<file path="config.mk">
export PLATFORM = sky130hd
export DESIGN_NAME = keypad_code_lock
export DESIGN_NICKNAME = d
export VERILOG_FILES = /design/src/hdl/kcl_pkg.sv /design/src/hdl/kcl_cmp.sv /design/src/hdl/keypad_code_lock.sv
export SDC_FILE = /design/constraint.sdc
export NUM_CORES = 1
export LEC_CHECK = 0
export BUFFER_PORTS_ARGS = -buffer_cell sky130_fd_sc_hd__buf_2
export CAP_MARGIN = 30
export CORE_MARGIN = 4
export CORE_UTILIZATION = 45
export CTS_CLUSTER_SIZE = 12
export DETAILED_ROUTE_END_ITERATION = 12
export GPL_ROUTABILITY_DRIVEN = 0
export PLACE_DENSITY = 0.73
export SYNTH_ARGS = -nofsm -noshare
export SYNTH_HDL_FRONTEND = slang
export SYNTH_SLANG_ARGS = --single-unit
</file>
<file path="constraint.sdc">
create_clock -name clk -period 6.8 [get_ports clk]
set_input_delay 0.68 -clock clk [delete_from_list [all_inputs] [get_ports clk]]
set_output_delay 0.68 -clock clk [all_outputs]
set_load 0.005 [all_outputs]
</file>
<file path="src/hdl/kcl_pkg.sv">
// Package for the keypad code lock: key codes, phase and event codes,
// digit and status types, and the default code. No dependencies.
package kcl_pkg;

	typedef logic [3:0] digit_t;

	typedef struct packed {
		logic busy;
		logic done;
		logic equal;
	} cmp_status_t;

	localparam digit_t KEY_STAR = 4'd10;
	localparam digit_t KEY_HASH = 4'd11;
	localparam logic [3:0] FAIL_DEFAULT = 4'd3;
	localparam logic [3:0] FAIL_SAT = 4'd15;

	localparam logic [2:0] PH_IDLE = 3'd0;
	localparam logic [2:0] PH_ENTRY = 3'd1;
	localparam logic [2:0] PH_OLD = 3'd2;
	localparam logic [2:0] PH_NEW = 3'd3;
	localparam logic [2:0] PH_CONFIRM = 3'd4;
	localparam logic [2:0] PH_LOCKED = 3'd5;

	localparam logic [3:0] EV_IGNORED = 4'd0;
	localparam logic [3:0] EV_ENTRY_START = 4'd1;
	localparam logic [3:0] EV_CHANGE_START = 4'd2;
	localparam logic [3:0] EV_KEY_TAKEN = 4'd3;
	localparam logic [3:0] EV_ACCEPTED = 4'd4;
	localparam logic [3:0] EV_REJECTED = 4'd5;
	localparam logic [3:0] EV_LOCKOUT = 4'd6;
	localparam logic [3:0] EV_OLD_WRONG = 4'd7;
	localparam logic [3:0] EV_OLD_OK = 4'd8;
	localparam logic [3:0] EV_NEW_TAKEN = 4'd9;
	localparam logic [3:0] EV_CHANGED = 4'd10;
	localparam logic [3:0] EV_CONFIRM_BAD = 4'd11;

	// The code after reset is 1,2,3,4,5,6, with zeros beyond the sixth digit.
	function automatic digit_t default_digit(input int unsigned pos);
		digit_t d;
		d = 4'd0;
		if (pos < 6)
			d = 4'(pos + 1);
		return d;
	endfunction

endpackage

</file>
<file path="src/hdl/kcl_cmp.sv">
// Shared digit compare unit of the keypad code lock: walks both codes one
// digit per cycle and reports whether all digits agree. Uses kcl_pkg.
module kcl_cmp #(
	parameter int CODE_LENGTH = 6,
	parameter int PW = 3
) (
	input  logic                  clk,
	input  logic                  arst_n,
	input  logic                  start,
	input  kcl_pkg::digit_t       a_digit,
	input  kcl_pkg::digit_t       b_digit,
	output logic [PW-1:0]         idx,
	output kcl_pkg::cmp_status_t  status
);

	localparam logic [PW-1:0] LAST = PW'(CODE_LENGTH - 1);

	logic          busy_q;
	logic          done_q;
	logic          eq_q;
	logic [PW-1:0] idx_q;

	always_ff @(posedge clk or negedge arst_n) begin
		if (!arst_n) begin
			busy_q <= 1'b0;
			done_q <= 1'b0;
			eq_q <= 1'b0;
			idx_q <= '0;
		end else begin
			done_q <= 1'b0;
			if (start) begin
				busy_q <= 1'b1;
				eq_q <= 1'b1;
				idx_q <= '0;
			end else if (busy_q) begin
				eq_q <= eq_q & (a_digit == b_digit);
				if (idx_q == LAST) begin
					busy_q <= 1'b0;
					done_q <= 1'b1;
				end else begin
					idx_q <= idx_q + 1'b1;
				end
			end
		end
	end

	assign idx = idx_q;
	assign status = '{busy: busy_q, done: done_q, equal: eq_q};

endmodule

</file>
<file path="src/hdl/keypad_code_lock.sv">
// Keypad code lock top: key sequencer, code stores, result register. Uses kcl_pkg, kcl_cmp.
// A key that does not finish a code goes from idle to the done state; the result register loads from there.
// Finishing an entry, old code or confirmation first waits in the compare state, the compare
// unit checking one digit per cycle. A confirmed code change then copies the new code into
// the store; a stalled result holds the done state, and no key is taken until it leaves.
// Reset (arst_n low, asynchronous) returns to idle, code 1..6, no failures, limit 3.
module keypad_code_lock #(
	parameter int CODE_LENGTH = 6
) (
	input  logic       clk,
	input  logic       arst_n,
	input  logic       in_valid,
	output logic       in_stall,
	input  logic [3:0] key,
	output logic       out_valid,
	input  logic       out_stall,
	output logic [3:0] event_res,
	output logic       open_door,
	output logic       alarm,
	output logic [3:0] failure_count,
	output logic [2:0] digits_entered,
	output logic [2:0] phase,
	input  logic       cfg_valid,
	output logic       cfg_ready,
	input  logic [3:0] max_failures
);

	localparam int PW = (CODE_LENGTH > 1) ? $clog2(CODE_LENGTH) : 1;
	localparam logic [PW-1:0] LAST = PW'(CODE_LENGTH - 1);

	localparam logic [1:0] ST_IDLE = 2'd0;
	localparam logic [1:0] ST_CMP = 2'd1;
	localparam logic [1:0] ST_COPY = 2'd2;
	localparam logic [1:0] ST_DONE = 2'd3;

	logic [1:0]      st_q;
	logic [2:0]      phase_q;
	logic [PW-1:0]   pos_q;
	logic [PW-1:0]   cp_q;
	logic [3:0]      fail_q;
	logic [3:0]      max_fail_q;
	logic [3:0]      ev_q;
	logic            door_q;
	logic            out_valid_q;
	logic [3:0]      event_q;
	logic            open_q;
	logic [3:0]      count_q;
	logic [2:0]      digits_q;
	logic [2:0]      phase_out_q;

	kcl_pkg::digit_t entry_q [CODE_LENGTH];
	kcl_pkg::digit_t pending_q [CODE_LENGTH];
	kcl_pkg::digit_t stored_q [CODE_LENGTH];

	logic                 accept;
	logic                 last_key;
	logic                 cmp_start;
	logic                 load_out;
	logic [3:0]           fail_inc;
	logic [PW+2:0]        pos_ext;
	logic [PW-1:0]        cmp_idx;
	kcl_pkg::digit_t      b_digit;
	kcl_pkg::cmp_status_t cmp_st;

	assign accept = in_valid && !in_stall;
	assign in_stall = (st_q != ST_IDLE);
	assign cfg_ready = 1'b1;
	assign last_key = (pos_q == LAST);
	assign cmp_start = accept && last_key &&
		(phase_q == kcl_pkg::PH_ENTRY || phase_q == kcl_pkg::PH_OLD ||
		 phase_q == kcl_pkg::PH_CONFIRM);
	assign load_out = (st_q == ST_DONE) && (!out_valid_q || !out_stall);
	assign fail_inc = (fail_q == kcl_pkg::FAIL_SAT) ? fail_q : fail_q + 4'd1;
	assign pos_ext = {3'b000, pos_q};
	assign b_digit = (phase_q == kcl_pkg::PH_CONFIRM) ? pending_q[cmp_idx] : stored_q[cmp_idx];

	kcl_cmp #(
		.CODE_LENGTH(CODE_LENGTH),
		.PW(PW)
	) u_cmp (
		.clk(clk),
		.arst_n(arst_n),
		.start(cmp_start),
		.a_digit(entry_q[cmp_idx]),
		.b_digit(b_digit),
		.idx(cmp_idx),
		.status(cmp_st)
	);

	always_ff @(posedge clk or negedge arst_n) begin
		if (!arst_n) begin
			max_fail_q <= kcl_pkg::FAIL_DEFAULT;
		end else if (cfg_valid && cfg_ready) begin
			max_fail_q <= max_failures;
		end
	end

	always_ff @(posedge clk) begin
		if (accept && phase_q != kcl_pkg::PH_IDLE && phase_q != kcl_pkg::PH_LOCKED) begin
			if (phase_q == kcl_pkg::PH_NEW)
				pending_q[pos_q] <= key;
			else
				entry_q[pos_q] <= key;
		end
	end

	always_ff @(posedge clk or negedge arst_n) begin
		if (!arst_n) begin
			for (int i = 0; i < CODE_LENGTH; i++)
				stored_q[i] <= kcl_pkg::default_digit(i);
		end else if (st_q == ST_COPY) begin
			stored_q[cp_q] <= pending_q[cp_q];
		end
	end

	always_ff @(posedge clk or negedge arst_n) begin
		if (!arst_n) begin
			st_q <= ST_IDLE;
			phase_q <= kcl_pkg::PH_IDLE;
			pos_q <= '0;
			cp_q <= '0;
			fail_q <= '0;
			ev_q <= kcl_pkg::EV_IGNORED;
			door_q <= 1'b0;
		end else begin
			unique case (st_q)
				ST_IDLE: begin
					if (accept) begin
						door_q <= 1'b0;
						st_q <= ST_DONE;
						case (phase_q) inside
							kcl_pkg::PH_IDLE: begin
								pos_q <= '0;
								if (key == kcl_pkg::KEY_STAR) begin
									phase_q <= kcl_pkg::PH_ENTRY;
									ev_q <= kcl_pkg::EV_ENTRY_START;
								end else if (key == kcl_pkg::KEY_HASH) begin
									phase_q <= kcl_pkg::PH_OLD;
									ev_q <= kcl_pkg::EV_CHANGE_START;
								end else begin
									ev_q <= kcl_pkg::EV_IGNORED;
								end
							end
							kcl_pkg::PH_ENTRY, kcl_pkg::PH_OLD, kcl_pkg::PH_NEW,
							kcl_pkg::PH_CONFIRM: begin
								if (!last_key) begin
									pos_q <= pos_q + 1'b1;
									ev_q <= kcl_pkg::EV_KEY_TAKEN;
								end else begin
									pos_q <= '0;
									if (phase_q == kcl_pkg::PH_NEW) begin
										phase_q <= kcl_pkg::PH_CONFIRM;
										ev_q <= kcl_pkg::EV_NEW_TAKEN;
									end else begin
										st_q <= ST_CMP;
									end
								end
							end
							default: begin
								phase_q <= kcl_pkg::PH_LOCKED;
								ev_q <= kcl_pkg::EV_IGNORED;
							end
						endcase
					end
				end
				ST_CMP: begin
					if (cmp_st.done) begin
						st_q <= ST_DONE;
						phase_q <= kcl_pkg::PH_IDLE;
						case (phase_q)
							kcl_pkg::PH_ENTRY: begin
								if (cmp_st.equal) begin
									ev_q <= kcl_pkg::EV_ACCEPTED;
									door_q <= 1'b1;
									fail_q <= '0;
								end else begin
									fail_q <= fail_inc;
									if (fail_inc >= max_fail_q) begin
										ev_q <= kcl_pkg::EV_LOCKOUT;
										phase_q <= kcl_pkg::PH_LOCKED;
									end else begin
										ev_q <= kcl_pkg::EV_REJECTED;
									end
								end
							end
							kcl_pkg::PH_OLD: begin
								if (cmp_st.equal) begin
									ev_q <= kcl_pkg::EV_OLD_OK;
									phase_q <= kcl_pkg::PH_NEW;
								end else begin
									ev_q <= kcl_pkg::EV_OLD_WRONG;
								end
							end
							default: begin
								if (cmp_st.equal) begin
									ev_q <= kcl_pkg::EV_CHANGED;
									cp_q <= '0;
									st_q <= ST_COPY;
								end else begin
									ev_q <= kcl_pkg::EV_CONFIRM_BAD;
								end
							end
						endcase
					end
				end
				ST_COPY: begin
					if (cp_q == LAST)
						st_q <= ST_DONE;
					else
						cp_q <= cp_q + 1'b1;
				end
				ST_DONE: begin
					if (load_out)
						st_q <= ST_IDLE;
				end
				default: st_q <= ST_IDLE;
			endcase
		end
	end

	always_ff @(posedge clk or negedge arst_n) begin
		if (!arst_n) begin
			out_valid_q <= 1'b0;
		end else if (load_out) begin
			out_valid_q <= 1'b1;
		end else if (!out_stall) begin
			out_valid_q <= 1'b0;
		end
	end

	always_ff @(posedge clk) begin
		if (load_out) begin
			event_q <= ev_q;
			open_q <= door_q;
			count_q <= fail_q;
			digits_q <= pos_ext[2:0];
			phase_out_q <= phase_q;
		end
	end

	assign out_valid = out_valid_q;
	assign event_res = event_q;
	assign open_door = open_q;
	assign alarm = (phase_out_q == kcl_pkg::PH_LOCKED);
	assign failure_count = count_q;
	assign digits_entered = digits_q;
	assign phase = phase_out_q;

	// The door only opens on a transaction that reports an accepted code.
	a_door_only_on_accept: assert property (@(posedge clk) disable iff (!arst_n)
		out_valid && open_door |-> event_res == kcl_pkg::EV_ACCEPTED)
		else $error("open_door without accepted event");

	// While the sequencer waits on a comparison, the compare unit is working.
	a_cmp_active: assert property (@(posedge clk) disable iff (!arst_n)
		st_q == ST_CMP |-> (cmp_st.busy || cmp_st.done))
		else $error("compare wait with idle compare unit");

	// A new result only appears after the sequencer has finished an item.
	a_result_from_done: assert property (@(posedge clk) disable iff (!arst_n)
		$rose(out_valid) |-> $past(st_q) == ST_DONE)
		else $error("result raised outside the done state");

	// A locked block never leaves the locked phase.
	a_lock_sticks: assert property (@(posedge clk) disable iff (!arst_n)
		phase_q == kcl_pkg::PH_LOCKED |=> phase_q == kcl_pkg::PH_LOCKED)
		else $error("left the locked phase without reset");

endmodule

</file>
* Word-level counts from Yosys, hierarchy flattened *
Memories as Yosys holds them, arrays and structs flattened.
Cells that the tools add are included.

storage, ports and cells
  register bits after elaboration = 70
  bits in writable memories = 48
  input port bits = 13
  output and inout port bits = 19
  word-level logic and storage cells = 177
  memories kept = 2

memories
  name       depth  bits a word  read ports  clocked after Yosys merged registers in  wr ports  RTL line                source
  entry_q    6      4            1           0                                        1         keypad_code_lock.sv:51  kcl_pkg::digit_t entry_q [CODE_LENGTH];
  pending_q  6      4            2           0                                        1         keypad_code_lock.sv:52  kcl_pkg::digit_t pending_q [CODE_LENGTH];

cells by class
  $add $sub $neg = 4
  $lt $le $gt $ge = 4
  equality and inequality tests = 30
  multiplexer cells = 79
  bitwise gates (word level) = 3
  reductions and logical operators = 31

operator list
  cell                 number
  $mux 3               20
  $mux 4               13
  $mux 2               13
  $bwmux 24            1
  $mux 1               23
  $pmux 3 s2           3
  $pmux 4 s2           2
  $eq 3x3->1 const B   5
  $bmux 4 s3           1
  $demux 4 s3          1
  $eq 4x4->1 const B   3
  $ne 2x2->1 const B   6
  $ne 4x4->1 const B   3
  $reduce_and 5->1     2
  $reduce_bool 2->1    5
  $add 3x1->3 const B  3
  $ge 4x4->1 const B   2
  $ne 2x1->1 const B   4
  $not 3->4            2
  $pmux 2 s4           1
  $reduce_and 4->1     2
  $logic_and 1x1->1    7
  $eq 3x2->1 const B   2
  $reduce_and 3->1     2
  other kinds (20)     25

* Logic depth before layout (Yosys ltp) *
Gate-level depths: netlist of the first run.

  depth after elaboration = 9
  gate-level depth with buffers = 10
  mapped depth without buffers = 10

* Modules after synthesis *
Synthesis of the first run repeated with hierarchy kept, for this count alone.

unflattened totals
  cell total of the unflattened synthesis = 437
  area total of the unflattened synthesis = 5,735.5 µm²

modules (own cells, without submodules)
  module            times used  cells an instance  area an instance (µm²)  sequential area each (µm²)
  keypad_code_lock  1           409                5,406.4                 3,131.8
  kcl_cmp           1           28                 329.1                   150.1

* Least setup slack after synthesis of the first run *
OpenSTA, ideal clock, no wires.

  kind = register -> register
  start = register fail_q[0]
  end = register phase_q[0]
  library setup time = 0.125 ns
  arrival time = 2.235 ns
  data required time = 6.675 ns
  path slack = 4.440 ns
  cell stages (with the launch flop) = 10
  buffers on the path = 0
  clock period less this slack = 2.360 ns
  cells stage by stage = dfrtp_1 ha_1 nand3_1 mux2_2 ha_1 a21o_1 a21o_1 a21oi_1 o31ai_1 mux2_2

between the ends
  word-level cells in the longest chain between the ends = 8
  elaborated cells on any way between the ends = 9
  classes of those cells = add/sub: 1; order compare: 1; eq/ne: 1; mux: 6

RTL lines
  what                                       RTL line                 source
  start, declared                            keypad_code_lock.sv:40   logic [3:0] fail_q;
  start signal, assigned                     keypad_code_lock.sv:177  fail_q <= fail_inc;
  $add 4x1->4 or $eq 4x4->1 (tied branches)  keypad_code_lock.sv:73   assign fail_inc = (fail_q == kcl_pkg::FAIL_SAT) ? fail_q : fail_q + 4'd1;
  $mux 4 *                                   keypad_code_lock.sv:73
  $ge 4x4->1 *                               keypad_code_lock.sv:178  if (fail_inc >= max_fail_q) begin
  $mux 3 *                                   keypad_code_lock.sv:178
  $mux 3 *                                   keypad_code_lock.sv:172  if (cmp_st.equal) begin
  $pmux 3 s2 *                               keypad_code_lock.sv:170  case (phase_q)
  $mux 3 *                                   keypad_code_lock.sv:167  if (cmp_st.done) begin
  $pmux 3 s2 *                               keypad_code_lock.sv:126  unique case (st_q)
  end signal, assigned                       keypad_code_lock.sv:135  phase_q <= kcl_pkg::PH_ENTRY;
  end signal, assigned                       keypad_code_lock.sv:169  phase_q <= kcl_pkg::PH_IDLE;
  end signal, assigned                       keypad_code_lock.sv:180  phase_q <= kcl_pkg::PH_LOCKED;
  end, declared                              keypad_code_lock.sv:37   logic [2:0] phase_q;

Every way passes the cells marked *; elsewhere a longest branch is shown, timed or not. The select of a mux whose other input is x is not followed.
A chain may end at the register's enable or synchronous reset.

* Worst setup path after layout of the first run *
  start = register phase_q[2]
  end = register u_cmp.eq_q

between the ends
  word-level cells in the longest chain between the ends = 6
  elaborated cells on any way between the ends = 12
  classes of those cells = eq/ne: 4; mux: 3; bitwise: 1; reduce/logical: 4

RTL lines
  what                    RTL line                                        source
  start signal, assigned  keypad_code_lock.sv:119                         phase_q <= kcl_pkg::PH_IDLE;
  start signal, assigned  keypad_code_lock.sv:135
  start signal, assigned  keypad_code_lock.sv:138                         phase_q <= kcl_pkg::PH_OLD;
  $eq 3x3->1              keypad_code_lock.sv:71, keypad_code_lock.sv:75
  $mux 4                  keypad_code_lock.sv:75                          assign b_digit = (phase_q == kcl_pkg::PH_CONFIRM) ? pending_q[cmp_idx] : stored_q[cmp_idx];
  $eq 4x4->1              kcl_cmp.sv:36                                   eq_q <= eq_q & (a_digit == b_digit);
  $and 1x1->1             kcl_cmp.sv:36
  $mux 1                  kcl_cmp.sv:35                                   end else if (busy_q) begin
  $mux 1                  kcl_cmp.sv:31                                   if (start) begin
  end signal, assigned    kcl_cmp.sv:36
  end, declared           kcl_cmp.sv:20                                   logic eq_q;

Several ways; a longest one is shown, not always the timed one. The select of a mux whose other input is x is not followed.

==> metrics.csv, run 1 <==
stage;metric;value;unit
status;status;finished, final reports clean;
floorplan;IO Count;32;
floorplan;# rows;40;
yosys;Net Count, Synth;511;
critical_path;kind of critical path;reg2reg;
critical_path;worst reg2reg path depth;6;
flow_run;Max-cap violations;0;
sta;RSZ-0062 raised after global routing;no;
route;DR WL/cell;17.5;um
yosys;post-synthesis compound-gate area fraction;12.4;%
clocking;CTS tree;done;
placement;port buffer count;30;
route;vias after detailed routing;3832;
route;DR DRC count;0;
yosys;Unique masters post-synth;58;
floorplan;starting density of the core;46.8;%
sta;Period Utilization, post-route;39.3;%
sta;Hold Fails Final Rpt;0;
clocking;CTS root buffer;clkbuf_16;
clocking;CTS Hold Bufs;0;
floorplan;Die X;121;um
finish;final instance area;6530;um^2
yosys;Synth Area in XOR/XNOR;1.23;%
finish;share of cells above drive strength 1;17.0;%
critical_path;R2R Setup Slk;4.13;ns
placement;dpl cell area;5980;um^2
sta;total negative slack;0;ns
sta;Max-slew headroom;33.5;%
critical_path;crit path capture type;flip-flop;
sta;Highest Clock Rate;374;MHz
clocking;later-pin clock latency in the skew report;0.42;ns
global_routing;first-pass GRT wire length;20.6;mm
yosys;Post-Syn Instances;485;
global_routing;gr usage total;18.2;%
sta;Final Max Slew Viols;0;
clocking;Sink Count;118;
sta;worst slew pin tran;0.989;ns
route;initial DRC count;236;
finish;NumNets Final;538;
critical_path;reg2reg start;phase_q[2];
yosys;Post-synth EDFFs;63;
critical_path;Crit-path slowest cell;dfrtp_1;
clocking;Max clock buf depth;2;
yosys;Seq cells post-synth;118;
yosys;register area share after synthesis;57.4;%
critical_path;crit path cell chain;nor3b_1 > buf_2 > mux4_2 > xnor2_1 > a221oi_1 > o221a_1;
critical_path;critical path capture point;u_cmp.eq_q;
clocking;H-tree Lvls;4;
critical_path;arrival time worst endpoint;3.02;ns
finish;most common cell after layout, fill and taps aside;edfxtp_1;
route;via density per instance;5.53;
power_and_ir_drop;leak pwr;0.00257;uW
yosys;Synth Flop Type;edfxtp_1;
critical_path;RR Endpoint;u_cmp.eq_q;
route;1st-pass router iterations;4;
clocking;post-CTS setup buffer count;0;
power_and_ir_drop;VDD IR max;0.000307;V
finish;area grow syn2layout;14.1;%
sta;final worst slack;4.13;ns
floorplan;Chip Height;121;um
floorplan;die area;14600;um^2
critical_path;CP max stage delay;0.80;ns
sta;final setup vio count;0;
global_routing;global route overflow;0;
critical_path;data required time at the worst endpoint;7.15;ns
sta;minimum clock period;2.67;ns
global_routing;initial antenna violation count;0;
hold_path;Hold Path Class;in2async;
finish;# diodes;0;
yosys;combinational family with the most area after synthesis;compound AO/OA/AOI/OAI gates;
yosys;Synth Warn #;0;
power_and_ir_drop;PD cells;422;nW/um^2
critical_path;Max FO, Critical Path;25;
critical_path;Critical Path Start Type;flip-flop;
yosys;asr flop ratio synth;46.6;%
floorplan;core area;12200;um^2
sta;WHS;0.376;ns
yosys;mapped cell area;5720;um^2
placement;pre-CTS WS;4.11;ns
clocking;Post-CTS Resized;0;
sta;Clock Skew;0.00964;ns
clocking;TritonCTS Buffers;17;
yosys;post-synthesis mux area share;11.0;%
finish;most frequent cells in the layout;edfxtp_1 (63), nor2_1 (54), dfrtp_1 (44), a21oi_1 (39), o21ai_0 (37);
placement;hpwl dp;8.33;mm
global_routing;pin count of the biggest net entering global routing;56;
global_routing;vias in the first global route;4042;
route;number of routed nets with antenna violations;0;
critical_path;crit path launch;phase_q[2];
yosys;Avg Cell Area, Syn;11.8;um^2
route;drt total wl;12.1;mm
yosys;Post-Synth Simple-Gate Area;11.7;%
yosys;Post-Synth Adder-Cell Area;2.84;%
clocking;clock-pin slew on the worst setup and hold paths;0.05;ns
==> worst min path at each step <==
stage	cells past startpoint	endpoint	slack, ns	from
CTS	2	pos_q[2]	0.43	arst_n
floorplan	0	cp_q[0]	0.38	arst_n
finish	2	pos_q[2]	0.38	arst_n
global route	2	pos_q[2]	0.44	arst_n
detailed placement	0	event_res[0]	0.43	ev_q[0]
global placement	0	event_res[3]	0.43	ev_q[3]
==> Yosys cell counts (all sizes together) (2+ instances only) <==
library cell | count | area [um^2]
dfstp | 11 | 289
nor4 | 5 | 31.3
clkbuf | 19 | 71.3
or2 | 3 | 18.8
o31ai | 5 | 37.5
a21oi | 39 | 195
nand3 | 7 | 35.0
xnor2 | 4 | 35.0
mux2i | 21 | 210
mux4 | 13 | 308
a21o | 5 | 37.5
or3 | 3 | 18.8
dfrtp | 44 | 1100
buf | 8 | 62.6
a21boi | 2 | 15.0
a221oi | 2 | 17.5
mux2 | 10 | 113
nor3 | 14 | 70.1
o21ai | 37 | 185
o211ai | 3 | 22.5
o21a | 2 | 15.0
xor2 | 4 | 35.0
nand3b | 6 | 45.0
ha | 13 | 163
nand2b | 8 | 50.1
a32o | 2 | 20.0
inv | 15 | 56.3
nor2b | 3 | 18.8
nor2 | 54 | 203
a22o | 3 | 26.3
a31oi | 2 | 12.5
edfxtp | 63 | 1890
nand2 | 33 | 124
a211o | 3 | 26.3
and4b | 2 | 20.0
==> worst max-delay path, delay by kind of cell (launching register included) <==
kind / cells / cell delay (ns)
DFF: 1 / 0.80
muxes: 1 / 0.53
AOI/OAI and AO/OA: 2 / 0.47
and+or+nand+nor: 1 / 0.38
buffers and inverters: 1 / 0.28
xor gates and xnor gates: 1 / 0.14
==> cell type report <==
cell class | instances | area [um^2]
Inverter | 15 | 56.3
Clock inverter | 9 | 77.6
Timing Repair Buffer | 35 | 185
Multi-Input combinational cell | 325 | 2250
Tap cell | 168 | 210
Fill cell | 1071 | 5690
Clock buffer | 23 | 468
Sequential cell | 118 | 3280
==> kinds of logic (layout without fill, tap and decap cells) <==
logic type,count (synthesis),after routing
mux,44,44
xor+xnor,8,8
compound gates,116,116
simple gates,143,143
flops,118,118
other cells,1,1
buf+inv,42,82
fa+ha+maj,13,13
==> through the flow <==
stage | utilization, % | power, uW | instances
after floorplan | - | 1710 | 485
after global placement | 48.9 | 1900 | 660
after detailed placement | 49.0 | 1950 | 661
after CTS | 53.4 | 2770 | 693
after global routing | 53.4 | 2950 | 693
final | 53.4 | 2760 | 693
==> sequential cells by signal, indices dropped and copies added, names as in the netlist, 2 cells and up <==
register,flops
ev_q,4
cp_q,3
fail_q,4
pos_q,3
failure_count,4
max_fail_q,4
digits_entered,3
phase,3
event_res,4
entry_q,24
pending_q,24
phase_q,3
st_q,2
stored_q,24
u_cmp.idx,3
==> power by group <==
part	internal, uW	switching (uW)	total (uW)	leakage (uW)
logic	356	463	819	0.00107
registers	948	171	1120	0.00123
clock network	517	303	819	0.000266
==> metal layers <==
layer | track usage (%) | share of wire, % | wire length (um) | vias to the layer above
li1 | - | - | - | 1856
met5 | 0 | 0 | 0 | -
met2 | 30.3 | 51 | 6190 | 72
met4 | 6.80 | 2.0 | 240 | 0
met3 | 5.05 | 4.3 | 516 | 19
met1 | 22.8 | 43 | 5160 | 1885
No activity file was read; power rests on OpenSTA's default activity.
==> inputs of run 2 (changes only) <==
--- a/config.mk
+++ b/config.mk
@@ -5,6 +5,7 @@
 export SDC_FILE = /design/constraint.sdc
 export NUM_CORES = 1
 export LEC_CHECK = 0
+export ABC_AREA = 1
 export BUFFER_PORTS_ARGS = -buffer_cell sky130_fd_sc_hd__buf_2
 export CAP_MARGIN = 30
 export CORE_MARGIN = 4
==> constraint.sdc (replaced) <==
create_clock -name clk -period 2.6 [get_ports clk]
set_input_delay 0.26 -clock clk [delete_from_list [all_inputs] [get_ports clk]]
set_output_delay 0.26 -clock clk [all_outputs]
set_load 0.005 [all_outputs]
==> run 2 against run 1 <==
Sequential cell count stayed put; critical endpoint is now phase_q[0]; register-to-register slack worse by 3.9 ns; non-clock buffer count is 2 higher; sequential share of layout area is 1.5 points lower; via count is 21% higher.
==> metrics.csv, run 2 <==
stage;metric;value;unit;change
clocking;post-CTS setup buffer count;0;;unchanged
floorplan;Chip Height;122;um;+0.85%
global_routing;first-pass GRT wire length;21.7;mm;+5.7%
placement;Post-Place Cells;835;;+26%
finish;filler instances;1099;;+2.6%
floorplan;starting density of the core;46.0;%;-0.87 points
yosys;most frequent cells after synthesis;nand2_1 (154), inv_1 (90), edfxtp_1 (63);;
sta;WHS;0.0618;ns;-0.315 ns
sta;RSZ-0062 raised after global routing;no;;
yosys;post-synthesis compound-gate area fraction;11.0;%;-1.4 points
floorplan;# rows;41;;+2.5%
route;1st-pass router iterations;5;;+1
route;number of routed nets with antenna violations;0;;unchanged
critical_path;arrival time worst endpoint;2.68;ns;-0.34 ns
yosys;combinational family with the most area after synthesis;simple AND/OR/NAND/NOR gates;;
finish;NumNets Final;709;;+32%
placement;port buffer count;30;;unchanged
sta;final worst slack;0.243;ns;-3.89 ns
flow_run;Max-cap violations;0;;unchanged
status;status;finished, final reports clean;;
clocking;CTS root buffer;clkbuf_16;;
yosys;Synth Area in XOR/XNOR;0.451;%;-0.77 points
yosys;Synth Flop Type;edfxtp_1;;
sta;Final Max Slew Viols;0;;unchanged
sta;worst slew pin tran;0.714;ns;-0.275 ns
finish;share of cells above drive strength 1;15.7;%;-1.3 points
sta;minimum clock period;2.36;ns;-0.314 ns
route;vias after detailed routing;4623;;+21%
yosys;most frequent cell after synthesis;nand2_1;;
power_and_ir_drop;leak pwr;0.00298;uW;+16%
yosys;post-synthesis mux area share;0.967;%;-10 points
route;DR WL/cell;15.1;um;-14%
critical_path;Max FO, Critical Path;4;;-84%
critical_path;data required time at the worst endpoint;2.92;ns;-4.23 ns
global_routing;initial antenna violation count;0;;unchanged
sta;final setup vio count;0;;unchanged
critical_path;Critical Path Start Type;flip-flop;;
yosys;Post-Synth Simple-Gate Area;19.9;%;+8.1 points
finish;area grow syn2layout;15.4;%;
power_and_ir_drop;VDD IR max;0.000506;V;+65%
critical_path;crit path capture type;flip-flop;;
route;DR DRC count;0;;unchanged
floorplan;core area;12700;um^2;+3.8%
yosys;register area share after synthesis;56.3;%;-1.0 points
clocking;H-tree Lvls;4;;unchanged
clocking;clock-pin slew on the worst setup and hold paths;0.06;ns;about the same
clocking;CTS tree;done;;
global_routing;global route overflow;0;;unchanged
yosys;Post-synth EDFFs;63;;unchanged
sta;Hold Fails Final Rpt;0;;unchanged
hold_path;Hold Path Class;in2reg;;
yosys;Seq cells post-synth;118;;unchanged
finish;Top Registers;entry_q x24, pending_q x24, stored_q x24;;
route;drt total wl;13.1;mm;+8.3%
yosys;asr flop ratio synth;46.6;%;unchanged
finish;most common cell after layout, fill and taps aside;nand2_1;;
global_routing;gr usage total;18.8;%;+0.57 points
finish;# diodes;0;;unchanged
power_and_ir_drop;PD cells;1170;nW/um^2;+180%
global_routing;vias in the first global route;4655;;+15%
sta;Period Utilization, post-route;90.7;%;+51 points
clocking;later-pin clock latency in the skew report;0.41;ns;about the same
critical_path;kind of critical path;reg2reg;;
yosys;Unique masters post-synth;42;;-28%
yosys;Avg Cell Area, Syn;9.04;um^2;-23%
yosys;Synth Warn #;0;;unchanged
yosys;Yosys top cell area share;32.5;%;-0.60 points
finish;Non-Filler Instances;868;;+25%
sta;total negative slack;0;ns;unchanged
yosys;mapped cell area;5820;um^2;+1.8%
floorplan;Die X;122;um;+0.85%
sta;Highest Clock Rate;424;MHz;+13%
yosys;Post-Synth Adder-Cell Area;2.79;%;-0.051 points
global_routing;pin count of the biggest net entering global routing;33;;-41%
floorplan;IO Count;32;;unchanged
route;initial DRC count;375;;+59%
yosys;ranking of synthesized cells by area;edfxtp_1 (32%), dfrtp_1 (19%), nand2_1 (9.9%), inv_1 (5.8%), o21ai_0 (5.0%);;
sta;Clock Skew;0.00425;ns;-0.00539 ns
finish;most frequent cells in the layout;nand2_1 (154), inv_1 (90), edfxtp_1 (63), o21ai_0 (57), nand3_1 (51);;
placement;pre-CTS WS;0.201;ns;-3.91 ns
route;via density per instance;5.33;;-3.7%
sta;Max-slew headroom;52.4;%;+19 points
clocking;TritonCTS Buffers;17;;unchanged
clocking;Sink Count;118;;unchanged
placement;hpwl dp;9.10;mm;+9.2%
yosys;Post-Syn Instances;644;;+33%
clocking;Max clock buf depth;2;;unchanged
yosys;post-synth top area cell;edfxtp_1;;
floorplan;die area;14800;um^2;+1.7%
yosys;Net Count, Synth;670;;+31%
run 2: cell count changes in the layout (fill, tap and decap cells not counted), moves of 6 or more:
cell / previous run / this run
nor3_1: 14 / 2
nand2b_1: 8 / 0
nand2_1: 33 / 154
o21ai_0: 37 / 57
inv_2: 0 / 7
nand3b_1: 6 / 0
o21ai_1: 0 / 6
nand2_2: 0 / 6
mux2i_1: 21 / 0
a21oi_1: 39 / 32
mux4_2: 9 / 0
nand3_1: 7 / 51
inv_1: 15 / 90
nor2_1: 54 / 44
run 2: layout make-up:
class	instances	area [um^2]	area share, %
repair buffers	37	205	3.05
clock buffers	18	429	6.38
multi-input cells	409	2050	30.5
clock inverters	14	159	2.36
well taps	172	215	3.20
inverters	100	379	5.64
flip-flops and latches	118	3280	48.8
run 2: final timing paths:
kind / end / cells after the start / slack [ns] / start
setup reg to reg: phase_q[0] / 16 / 0.24 / fail_q[0]
max in group asynchronous: max_fail_q[0] / 3 / 1.43 / arst_n
hold reg to reg: open_door / 0 / 0.45 / door_q
setup / recovery: phase_q[0] / 16 / 0.24 / fail_q[0]
min in group asynchronous: phase_q[1] / 2 / 0.44 / arst_n
hold / removal: max_fail_q[1] / 3 / 0.06 / max_failures[1]
run 2: critical path, cell delays in order (launching register included):
cell and delay [ns]:
dfrtp_1 0.40, ha_1 0.19, nand2_1 0.11, nor2_2 0.20, nand2_1 0.08, o21a_1 0.12, ha_1 0.29, inv_1 0.04
nor2_1 0.08, o211ai_1 0.08, nand3_1 0.08, nand2_1 0.07, nor2_1 0.14, inv_1 0.08, o211ai_1 0.09, nor2_1 0.06
a21oi_1 0.15
run 2: through the flow:
stage,util (%),total power [uW],cell area (um^2)
6_report,53.0,7880,6720
3_5_place_dp,48.3,5520,6120
4_1_cts,53.0,7850,6710
2_1_floorplan,-,4800,5820
3_3_place_gp,48.3,5390,6120
5_1_grt,53.0,8430,6720
run 2: cells by family after synthesis:
group	after synthesis
adders and majority gates	13
other	1
muxes	5
xor gates and xnor gates	3
and+or+nand+nor	270
buffers and inverters	117
AOI/OAI and AO/OA	117
DFF	118
run 2: what timing repair did:
item	in CTS	in global routing
setup endpoints to repair	0	6
endpoints found under the hold margin	23	0
resized for setup	0	3
hold buffers	1	0
run 2: layer usage:
layer / share of wire [%] / track usage [%] / up-vias
met2: 50 / 31.9 / 190
met1: 41 / 22.8 / 2210
li1: - / - / 2188
met3: 6.2 / 4.69 / 35
met5: 0 / 0 / -
met4: 2.5 / 8.12 / 0
run 2: power breakdown:
part           internal, uW  total [uW]  leakage [uW]  switching (uW)
Sequential             2510        2780       0.00123             271
Clock                  1490        2310      0.000282             818
Combinational           900        2780       0.00147            1880
==> inputs of run 3 (changes only) <==
--- a/config.mk
+++ b/config.mk
@@ -9,11 +9,11 @@
 export BUFFER_PORTS_ARGS = -buffer_cell sky130_fd_sc_hd__buf_2
 export CAP_MARGIN = 30
 export CORE_MARGIN = 4
-export CORE_UTILIZATION = 45
+export CORE_UTILIZATION = 55
 export CTS_CLUSTER_SIZE = 12
 export DETAILED_ROUTE_END_ITERATION = 12
 export GPL_ROUTABILITY_DRIVEN = 0
-export PLACE_DENSITY = 0.73
+export PLACE_DENSITY = 0.84
 export SYNTH_ARGS = -nofsm -noshare
 export SYNTH_HDL_FRONTEND = slang
 export SYNTH_SLANG_ARGS = --single-unit
==> run 3 against run 2 <==
Hold slack worse by 0.029 ns; design area up 1.0%; register-to-register slack about the same; core utilization up 13 points; clock-buffer cell count up 1; maximum frequency up 0.56%.
==> metrics.csv, run 3 (synthesis results as in run 2) <==
stage;metric;value;unit;change
power_and_ir_drop;sequential share of power;34.2;%;-1.1 points
power_and_ir_drop;Switching Share;36.4;%;-1.3 points
sta;RSZ-0062 raised after global routing;no;;
critical_path;arrival time worst endpoint;2.75;ns;+0.07 ns
global_routing;global route overflow;0;;unchanged
route;1st-pass router iterations;7;;+2
critical_path;R2R Setup Slk;0.26;ns;about the same
power_and_ir_drop;leak pwr;0.00304;uW;+2.0%
critical_path;Critical Path Start Type;flip-flop;;
power_and_ir_drop;VDD IR max;0.000720;V;+42%
critical_path;CP max stage delay;0.40;ns;about the same
critical_path;crit path capture type;flip-flop;;
placement;port buffer count;30;;unchanged
floorplan;IO Count;32;;unchanged
route;number of routed nets with antenna violations;0;;unchanged
route;vias after detailed routing;4752;;+2.8%
clocking;H-tree Lvls;4;;unchanged
route;DR DRC count;0;;unchanged
critical_path;delay-heaviest family, CP;simple AND/OR/NAND/NOR gates;;
power_and_ir_drop;P_int;5150;uW;+5.1%
placement;hpwl dp;8.95;mm;-1.7%
hold_path;Hold Path Class;in2reg;;
critical_path;data required time at the worst endpoint;3.00;ns;+0.08 ns
floorplan;starting density of the core;56.4;%;+10 points
critical_path;Max FO, Critical Path;4;;unchanged
sta;Max-slew headroom;51.8;%;-0.57 points
global_routing;pin count of the biggest net entering global routing;33;;unchanged
sta;Hold Fails Final Rpt;0;;unchanged
floorplan;core area;10300;um^2;-19%
flow_run;Max-cap violations;0;;unchanged
floorplan;Die X;111;um;-8.9%
status;status;finished, final reports clean;;
finish;Top Registers;entry_q x24, pending_q x24, stored_q x24;;
clocking;Max clock buf depth;2;;unchanged
finish;area grow syn2layout;16.6;%;
route;via density per instance;5.66;;+6.2%
finish;Multi-input gate area;2050;um^2;-0.24%
critical_path;Crit-path slowest cell;dfrtp_1;;
finish;most common cell after layout, fill and taps aside;nand2_1;;
sta;Final Max Slew Viols;0;;unchanged
sta;total negative slack;0;ns;unchanged
critical_path;kind of critical path;reg2reg;;
power_and_ir_drop;clock network power share;30.8;%;+1.4 points
floorplan;die area;12300;um^2;-17%
power_and_ir_drop;PD cells;1190;nW/um^2;+1.8%
clocking;Sink Count;118;;unchanged
sta;final setup vio count;0;;unchanged
sta;minimum clock period;2.34;ns;-0.0132 ns
clocking;CTS tree;done;;
floorplan;# rows;37;;-9.8%
sta;Clock Skew;0.00548;ns;+0.00123 ns
global_routing;initial antenna violation count;0;;unchanged
power_and_ir_drop;Psw;2950;uW;-0.77%
floorplan;Chip Height;111;um;-8.9%
clocking;TritonCTS Buffers;17;;unchanged
finish;most frequent cells in the layout;nand2_1 (154), inv_1 (90), edfxtp_1 (63), o21ai_0 (57), nand3_1 (51);;
route;drt total wl;13.2;mm;+0.99%
route;DR WL/cell;15.8;um;+4.4%
critical_path;CP bufs+invs;2;;unchanged
clocking;post-CTS setup buffer count;0;;unchanged
power_and_ir_drop;Combinational Power Share;34.9;%;-0.4 points
global_routing;first-pass GRT wire length;21.9;mm;+0.67%
sta;worst slew pin tran;0.722;ns;+0.00862 ns
sta;WHS;0.0328;ns;-0.0290 ns
finish;# diodes;0;;unchanged
finish;Sequential cell area;3280;um^2;unchanged
clocking;clock-pin slew on the worst setup and hold paths;0.06;ns;about the same
critical_path;crit path cell chain;ha_1 > nand2_1 > nor2_2 > nand2_1 > o21a_1 > ha_1 > inv_1 > nor2_1 > o211ai_1 > nand3_1 > nand2_1 > nor2_1 > inv_1 > o21ai_0 > nor2_1 > a21oi_1;;
route;initial DRC count;391;;+4.3%
clocking;CTS root buffer;clkbuf_8;;
sta;Period Utilization, post-route;90.1;%;-0.51 points
sta;Highest Clock Rate;427;MHz;+0.56%
finish;filler instances;761;;-31%
global_routing;vias in the first global route;4624;;-0.67%
finish;share of cells above drive strength 1;14.6;%;-1.0 points
clocking;later-pin clock latency in the skew report;0.52;ns;+0.11 ns
global_routing;gr usage total;22.1;%;+3.3 points
finish;NumNets Final;717;;+1.1%
==> run 3: cell types whose count changed in the layout (fill, tap and decap cells not counted), sizes merged <==
cell and change:
clkinv +1, clkbuf +1, inv -1, dlygate4sd3 +7, bufinv +3, clkinvlp -4, buf +1
==> run 3: path summary, 6_finish.rpt <==
kind,from,endpoint,cells past startpoint
setup / recovery,fail_q[0],phase_q[2],16
hold / removal,cfg_valid,max_fail_q[3],2
setup reg to reg,fail_q[0],phase_q[2],16
hold reg to reg,ev_q[2],event_res[2],0
max in group asynchronous,arst_n,stored_q[1],3
min in group asynchronous,arst_n,pos_q[2],2
==> run 3: cell type report <==
type                    instances  share of cell area, %
flip-flops and latches        118                   48.3
multi-input cells             409                   30.1
clock buffers                  19                   6.21
inverters                     100                   5.58
repair buffers                 45                   4.16
clock inverters                13                   3.08
well taps                     136                   2.51
==> run 3: what timing repair did <==
item                       4_1_cts  5_1_grt
gates resized for setup          0        2
hold buffers                     8        0
hold endpoints to repair        32        0
setup endpoints to repair        0        3
==> run 3: metal layers <==
metal	global-route usage [%]	routed length (um)
met1	26.7	5390
met2	37.1	6510
met3	5.02	857
met4	11.7	488
met5	0	0
==> run 3: metrics by stage <==
| step | worst slack, ns | power [uW] | cell area, um^2 | std cells | util, % |
|---|---|---|---|---|---|
| floorplan | 0.520 | 4800 | 5820 | 644 | - |
| global placement | 0.378 | 5370 | 6080 | 800 | 58.9 |
| detailed placement | 0.189 | 5510 | 6080 | 800 | 58.9 |
| CTS | 0.190 | 8050 | 6790 | 840 | 65.8 |
| global route | 0.0160 | 8600 | 6790 | 840 | 65.8 |
| finish | 0.256 | 8100 | 6790 | 840 | 65.8 |
==> run 3: power by group through the flow <==
stage	Clock, uW	Sequential, uW	Combinational, uW
6_report	2500	2770	2830
2_1_floorplan	0	2720	2080
5_1_grt	2610	2820	3160
4_1_cts	2500	2770	2770
3_3_place_gp	0	2770	2600
3_5_place_dp	0	2790	2720
